==> src/rtl/core/fnvht_pkg.sv <==
// ----------------------------------------------------------------------------
// fnvht_pkg
// Shared types and constants of the FNV-1a bucketed hash table.
// ----------------------------------------------------------------------------
package fnvht_pkg;

    localparam int unsigned BUCKETS     = 256;
    localparam int unsigned WAYS        = 4;
    localparam int unsigned KEY_BYTES   = 8;
    localparam int unsigned VALUE_WIDTH = 32;

    localparam int unsigned BKT_W  = $clog2(BUCKETS);
    localparam int unsigned WAY_W  = (WAYS > 1) ? $clog2(WAYS) : 1;
    localparam int unsigned FILL_W = $clog2(WAYS + 1);
    localparam int unsigned SLOT_W = BKT_W + WAY_W;
    localparam int unsigned CNT_W  = 11;
    localparam int unsigned BYTE_W = (KEY_BYTES > 1) ? $clog2(KEY_BYTES) : 1;

    localparam logic [63:0] FNV_BASIS = 64'hcbf29ce484222325;
    localparam logic [63:0] FNV_PRIME = 64'h00000100000001B3;
    localparam logic [63:0] KEY_MASK  = (KEY_BYTES >= 8) ? '1 :
        ((64'd1 << (8 * KEY_BYTES)) - 64'd1);

    typedef enum logic [1:0] {
        OP_GET_INSERT = 2'd0,
        OP_STORE      = 2'd1,
        OP_HAS        = 2'd2,
        OP_DELETE     = 2'd3
    } op_t;

    typedef logic [VALUE_WIDTH-1:0] val_t;

    // Slot memory port request from the controller
    typedef struct packed {
        logic              rd_en;
        logic [SLOT_W-1:0] rd_addr;
        logic              wr_en;
        logic [SLOT_W-1:0] wr_addr;
        logic [63:0]       wr_key;
        val_t              wr_val;
    } slot_req_t;

endpackage

==> src/rtl/core/fnvht_hash.sv <==
// ----------------------------------------------------------------------------
// fnvht_hash
// Iterative 64-bit FNV-1a: one key byte per step, with the multiply split
// into 32x32 partial products: the low one first, then the cross terms.
// ----------------------------------------------------------------------------
module fnvht_hash (
    input  logic                         aclk,
    input  logic                         aresetn,
    input  logic                         start,
    input  logic [63:0]                  key,
    output logic                         done,
    output logic [fnvht_pkg::BKT_W-1:0]  bucket
);

    logic [63:0] key_reg, key_next;
    logic [63:0] h_reg, h_next;
    logic [63:0] x_reg, x_next;
    logic [63:0] lo_reg, lo_next;
    logic [fnvht_pkg::BYTE_W-1:0] idx_reg, idx_next;
    logic busy_reg, busy_next;
    logic phase_reg, phase_next;
    logic done_reg, done_next;
    logic [7:0] cur_byte;
    logic [63:0] hx;

    assign cur_byte = key_reg[8*idx_reg +: 8];
    assign hx       = h_reg ^ {56'd0, cur_byte};

    always_comb begin
        key_next   = key_reg;
        h_next     = h_reg;
        x_next     = x_reg;
        lo_next    = lo_reg;
        idx_next   = idx_reg;
        busy_next  = busy_reg;
        phase_next = phase_reg;
        done_next  = 1'b0;
        if (start) begin
            key_next   = key;
            h_next     = fnvht_pkg::FNV_BASIS;
            idx_next   = '0;
            busy_next  = 1'b1;
            phase_next = 1'b0;
        end else if (busy_reg) begin
            if (!phase_reg) begin
                // low 32 bits of x times low 32 bits of the prime: x_lo * p_lo
                x_next     = hx;
                lo_next    = hx[31:0] * fnvht_pkg::FNV_PRIME[31:0];
                phase_next = 1'b1;
            end else begin
                // add x_hi*p_lo and x_lo*p_hi into the upper half
                h_next = lo_reg + {(x_reg[63:32] * fnvht_pkg::FNV_PRIME[31:0]
                    + x_reg[31:0] * fnvht_pkg::FNV_PRIME[63:32]), 32'd0};
                phase_next = 1'b0;
                if (32'(idx_reg) == fnvht_pkg::KEY_BYTES - 1) begin
                    busy_next = 1'b0;
                    done_next = 1'b1;
                end else begin
                    idx_next = idx_reg + 1'b1;
                end
            end
        end
    end

    always_ff @(posedge aclk) begin
        key_reg <= key_next;
        h_reg   <= h_next;
        x_reg   <= x_next;
        lo_reg  <= lo_next;
        idx_reg <= idx_next;
        if (!aresetn) begin
            busy_reg  <= 1'b0;
            phase_reg <= 1'b0;
            done_reg  <= 1'b0;
        end else begin
            busy_reg  <= busy_next;
            phase_reg <= phase_next;
            done_reg  <= done_next;
        end
    end

    assign done   = done_reg;
    assign bucket = h_reg[fnvht_pkg::BKT_W-1:0];

endmodule

==> config.mk <==
export PLATFORM = sky130hd
export DESIGN_NAME = fnvht_hash
export DESIGN_NICKNAME = d
export VERILOG_FILES = /design/src/rtl/core/fnvht_pkg.sv /design/src/rtl/core/fnvht_hash.sv
export SDC_FILE = /design/constraint.sdc
export NUM_CORES = 1
export LEC_CHECK = 0
export BUFFER_PORTS_ARGS = -buffer_cell sky130_fd_sc_hd__buf_2
export CORE_MARGIN = 2
export CORE_UTILIZATION = 49
export CTS_BUF_LIST = sky130_fd_sc_hd__clkbuf_16
export DETAILED_ROUTE_END_ITERATION = 10
export HOLD_SLACK_MARGIN = 0.1
export PLACE_DENSITY = 0.85
export SLEW_MARGIN = 25
export SYNTH_ARGS = -nofsm -noshare
export SYNTH_HDL_FRONTEND = slang
export SYNTH_SLANG_ARGS = --single-unit
==> constraint.sdc <==
create_clock -name aclk -period 5.3 [get_ports aclk]
set_clock_uncertainty 0.2 [all_clocks]
set_input_delay 0.53 -clock aclk [delete_from_list [all_inputs] [get_ports aclk]]
set_output_delay 0.53 -clock aclk [all_outputs]
set_load 0.02 [all_outputs]
-- After elaboration in Yosys (flattened, before gate mapping)
Index checks and enable logic that the tools add are counted.
- register bits: 239
- bits of input ports: 67
- output and inout port bits: 9
- logic and storage cells: 32
- add/subtract/negate cells: 3
- multiply operators: 2
- equality and inequality tests: 1
- shift-type cells: 1
- multiplexer cells: 6
- bitwise operators: 6
- reduce and logical (&&, ||, !) cells: 5
- operators by type and width (operator ; count):
    $add 41x64->64 ; 1
    $shiftx 64x7->8 ; 1
    $xor 64x8->64 ; 1
    $mul 32x9->41 const B ; 1
    $add 32x32->32 ; 1
    $mul 32x9->32 const B ; 1
    $mux 1 ; 6
    $reduce_and 3->1 ; 2
    $not 1->1 ; 5
    $reduce_or 4->1 ; 1
    $add 3x1->3 const B ; 1
    $eq 3x3->1 const B ; 1
    $reduce_and 2->1 ; 1
    $reduce_or 2->1 ; 1

-- Logic depth before layout (Yosys ltp)
- depth in word-level cells: 5
- gate-level depth with buffers: 17
- mapped depth without buffers: 15

-- Worst setup path before layout
No wires, ideal clock.
- path type: reg-to-reg
- start: register idx_reg[0] in the netlist's numbering
- end: register lo_reg[7], data pin
- library setup time: 0.269 ns
- arrival time: 4.468 ns
- required time: 4.831 ns
- path slack: 0.362 ns
- cell stages (with the launch flop): 18
- buffers on the path: 2
- period minus slack after synthesis: 4.938 ns
- path through: dfxtp_1 -> buf_4 -> buf_2 -> mux4_2 -> mux2i_1 -> xnor2_1 -> ha_1 -> inv_1 -> fa_1 -> inv_1 -> ha_1 -> inv_1 -> fa_1 -> inv_1 -> ha_1 -> a21oi_1 -> xnor3_1 -> xor3_1
- word-level cells in the longest chain between the ends: 3
- RTL lines (what ; RTL line ; source):
    start, declared ; fnvht_hash.sv:19 ; logic [fnvht_pkg::BYTE_W-1:0] idx_reg, idx_next;
    start signal, assigned ; fnvht_hash.sv:70 ; idx_reg <= idx_next;
    $shiftx 64x7->8 ; fnvht_hash.sv:26 ; assign cur_byte = key_reg[8*idx_reg +: 8];
    $xor 64x8->64 ; fnvht_hash.sv:27 ; assign hx = h_reg ^ {56'd0, cur_byte};
    $mul 32x9->41 ; fnvht_hash.sv:48 ; lo_next = hx[31:0] * fnvht_pkg::FNV_PRIME[31:0];
    end signal, assigned ; fnvht_hash.sv:69 ; lo_reg <= lo_next;
    end, declared ; fnvht_hash.sv:18 ; logic [63:0] lo_reg, lo_next;
No other way between the ends.
A chain may end at the register's enable or synchronous reset.

-- Worst setup path in the final report
Same ends and word-level chain as after synthesis.

==> results.ini <==
[setup_path]
max_stage_delay_ps=530
crit_path_frequent_cell=inv_1
r2r_cells=16
worstPathMaxFanout=10
r2r_setup_slack_ps=370
cpLargestDelayFamily=adder cells
worstReg2RegStart=idx_reg[0]$_SDFFE_PP0P_
cp.depth=16
worstPathRequired_ps=5170
cp-end-kind=flop
arrival_ps=4800
crit_buf_inv=5
crit_chain=buf_4 > mux4_2 > mux2i_1 > xnor2_1 > ha_1 > inv_1 > fa_1 > inv_1 > ha_1 > inv_1 > fa_1 > inv_1 > ha_1 > a21oi_1 > xnor3_1 > xor3_1
rr_endpoint=lo_reg[7]$_DFFE_PP_
setup.worst_path.start=idx_reg[0]$_SDFFE_PP0P_
critPathKind=reg -> reg
critPathCapture=lo_reg[7]$_DFFE_PP_
startpoint_type=flop
crit_slowest_cell=fa_1

[floorplan]
die_h_um=91.1
die_area_mm2=0.00830
core_area_mm2=0.00729
ioPinCount=76
rows=31
start_util=0.510
die_w_um=91.1

[cts]
cts_tree=built
cts_max_path_buffers=2
cts_hold_buf=0
clk_pin_slew_ps=60
htree_levels=3
post_cts_buffers=0
cts_buffers=9
clockRootBuffer=clkbuf_16
clk_latency_ps=330
clock-sinks=86
cts-resized-gates=0

[timing]
fin_crit_sh=0.930
hold_viol_final=0
rsz0062_at_grt=no
tightest_slew_ps=791
setup_tns_ps=0
slew_viol_final=0
relSlewSlack=0.472
fmax_mhz=203
setup_violations=0
min_period_ps=4930

[logic_synthesis]
yosysSeqAreaShare=0.657
syn_avg_cell_area_um2=17.4
synth_area_leaders=edfxtp_1, mux4_2, dfxtp_1
synth_area_mm2=0.00372
syn_inst=214
ys_seq_elements=86
yosysWarnings=0
yosysTopAreaCell=edfxtp_1
synth_nets=305
ys_types=27
synth_top_area_frac=0.582

[placement]
portBuffers=75
placed_area_mm2=0.00422
hpwl_um=4790
gp_congestion=0.916

[detailed_routing]
antenna_left=0
top_layer=met4
drc_errors=0
dr_total_vias=2033
met3_length_um=345
drt-total-wl_um=6620
detail_route.first_pass.iterations=4
first_iter_violations=113
wl_per_cell_um=16.4
vias_per_cell=5.04
routed-wl-met2_um=3490
met1Wirelength_um=2680

[grt]
grt_max_degree=44
grt_pass1_wl_um=11000
track_usage=0.175
antenna_found_initial=0
grt.overflow.total=0
grt_pass1_vias=2218

[cells_and_area]
diodes=0
drive_gt1_frac=0.375
syn_to_final_growth_pct=21.7
fillers=589
nNetsFinal=390
largest_register_ffs=64
final_common_cell=buf_2
final_cell_mix=buf_2, edfxtp_1, nand2_1, ha_1, mux4_2
design_area_mm2=0.00452

[power_and_ir_drop]
peakVddDrop_mv=0.280
cellLeakagePower_nw=1.78
powerDensity_mw_per_mm2=385

[hold_path]
hp-class=in -> reg

[run]
max_cap_violations=0

[outcome]
status=finished clean

[cell usage after synthesis]
| cell | n |
|---|---|
| nand3b_1 | 3 |
| and2_1 | 1 |
| nor2b_1 | 1 |
| clkbuf_1 | 3 |
| buf_4 | 1 |
| and4b_1 | 1 |
| xnor3_1 | 2 |
| nand2_1 | 20 |
| dfxtp_1 | 14 |
| buf_2 | 3 |
| ha_1 | 20 |
| inv_1 | 8 |
| buf_6 | 1 |
| mux2_2 | 1 |
| mux4_2 | 14 |
| nor3b_1 | 2 |
| xor3_1 | 1 |
| fa_1 | 4 |
| mux2i_1 | 13 |
| a21oi_1 | 9 |
| a21o_1 | 1 |
| xnor2_2 | 1 |
| xnor2_1 | 12 |
| o21ai_0 | 2 |
| edfxtp_1 | 72 |
| xor2_1 | 2 |
| nor2_1 | 2 |
[layer usage]
metal / vias up / global-route usage
met4: 0 / 0.0619
li1: 974 / -
met2: 59 / 0.295
met3: 9 / 0.0490
met1: 991 / 0.216
met5: - / 0
[metrics by stage]
stage	hold WS, ps	util	setup WS [ps]	cells	total power [W]
floorplan	233	-	362	214	0.00105
CTS	158	0.620	221	403	0.00176
finish	172	0.620	369	403	0.00174
detailed placement	256	0.579	266	387	0.00114
global placement	244	0.579	445	387	0.00112
global route	154	0.620	71.7	403	0.00183
[layout make-up]
cell class / count / area (um^2) / share of cell area
Sequential cell: 86 / 2440 / 0.540
Multi-Input combinational cell: 112 / 1200 / 0.265
Timing Repair Buffer: 82 / 428 / 0.0946
Clock buffer: 9 / 225 / 0.0498
Tap cell: 99 / 124 / 0.0274
Clock inverter: 7 / 73.8 / 0.0163
Inverter: 8 / 30.0 / 0.00664
[cell families after synthesis]
kind of cell	Yosys count	share of synthesized area
xor+xnor	18	0.0559
compound gates	12	0.0168
simple gates	30	0.0384
flops	86	0.657
mux	28	0.123
fa+ha+maj	24	0.0889
buf+inv	16	0.0202
[where the power goes]
part | switching, W | internal, W
clock | 0.000252 | 0.000366
sequential | 0.0000168 | 0.000807
combinational | 0.000133 | 0.000167
[how the worst min path moves through the flow]
| stage | start | end | slack, ps | depth (start not counted) |
|---|---|---|---|---|
| finish | key[26] | key_reg[26]$_DFFE_PP_ | 170 | 1 |
| global route | key[26] | key_reg[26]$_DFFE_PP_ | 150 | 1 |
| CTS | key[26] | key_reg[26]$_DFFE_PP_ | 160 | 1 |
| detailed placement | lo_reg[2]$_DFFE_PP_ | h_reg[2]$_SDFFE_PP1P_ | 260 | 2 |
| global placement | x_reg[0]$_DFFE_PP_ | h_reg[0]$_SDFFE_PP1P_ | 240 | 2 |
| floorplan | x_reg[0]$_DFFE_PP_ | h_reg[0]$_SDFFE_PP1P_ | 230 | 2 |
Power figures use the tool's default switching activity.
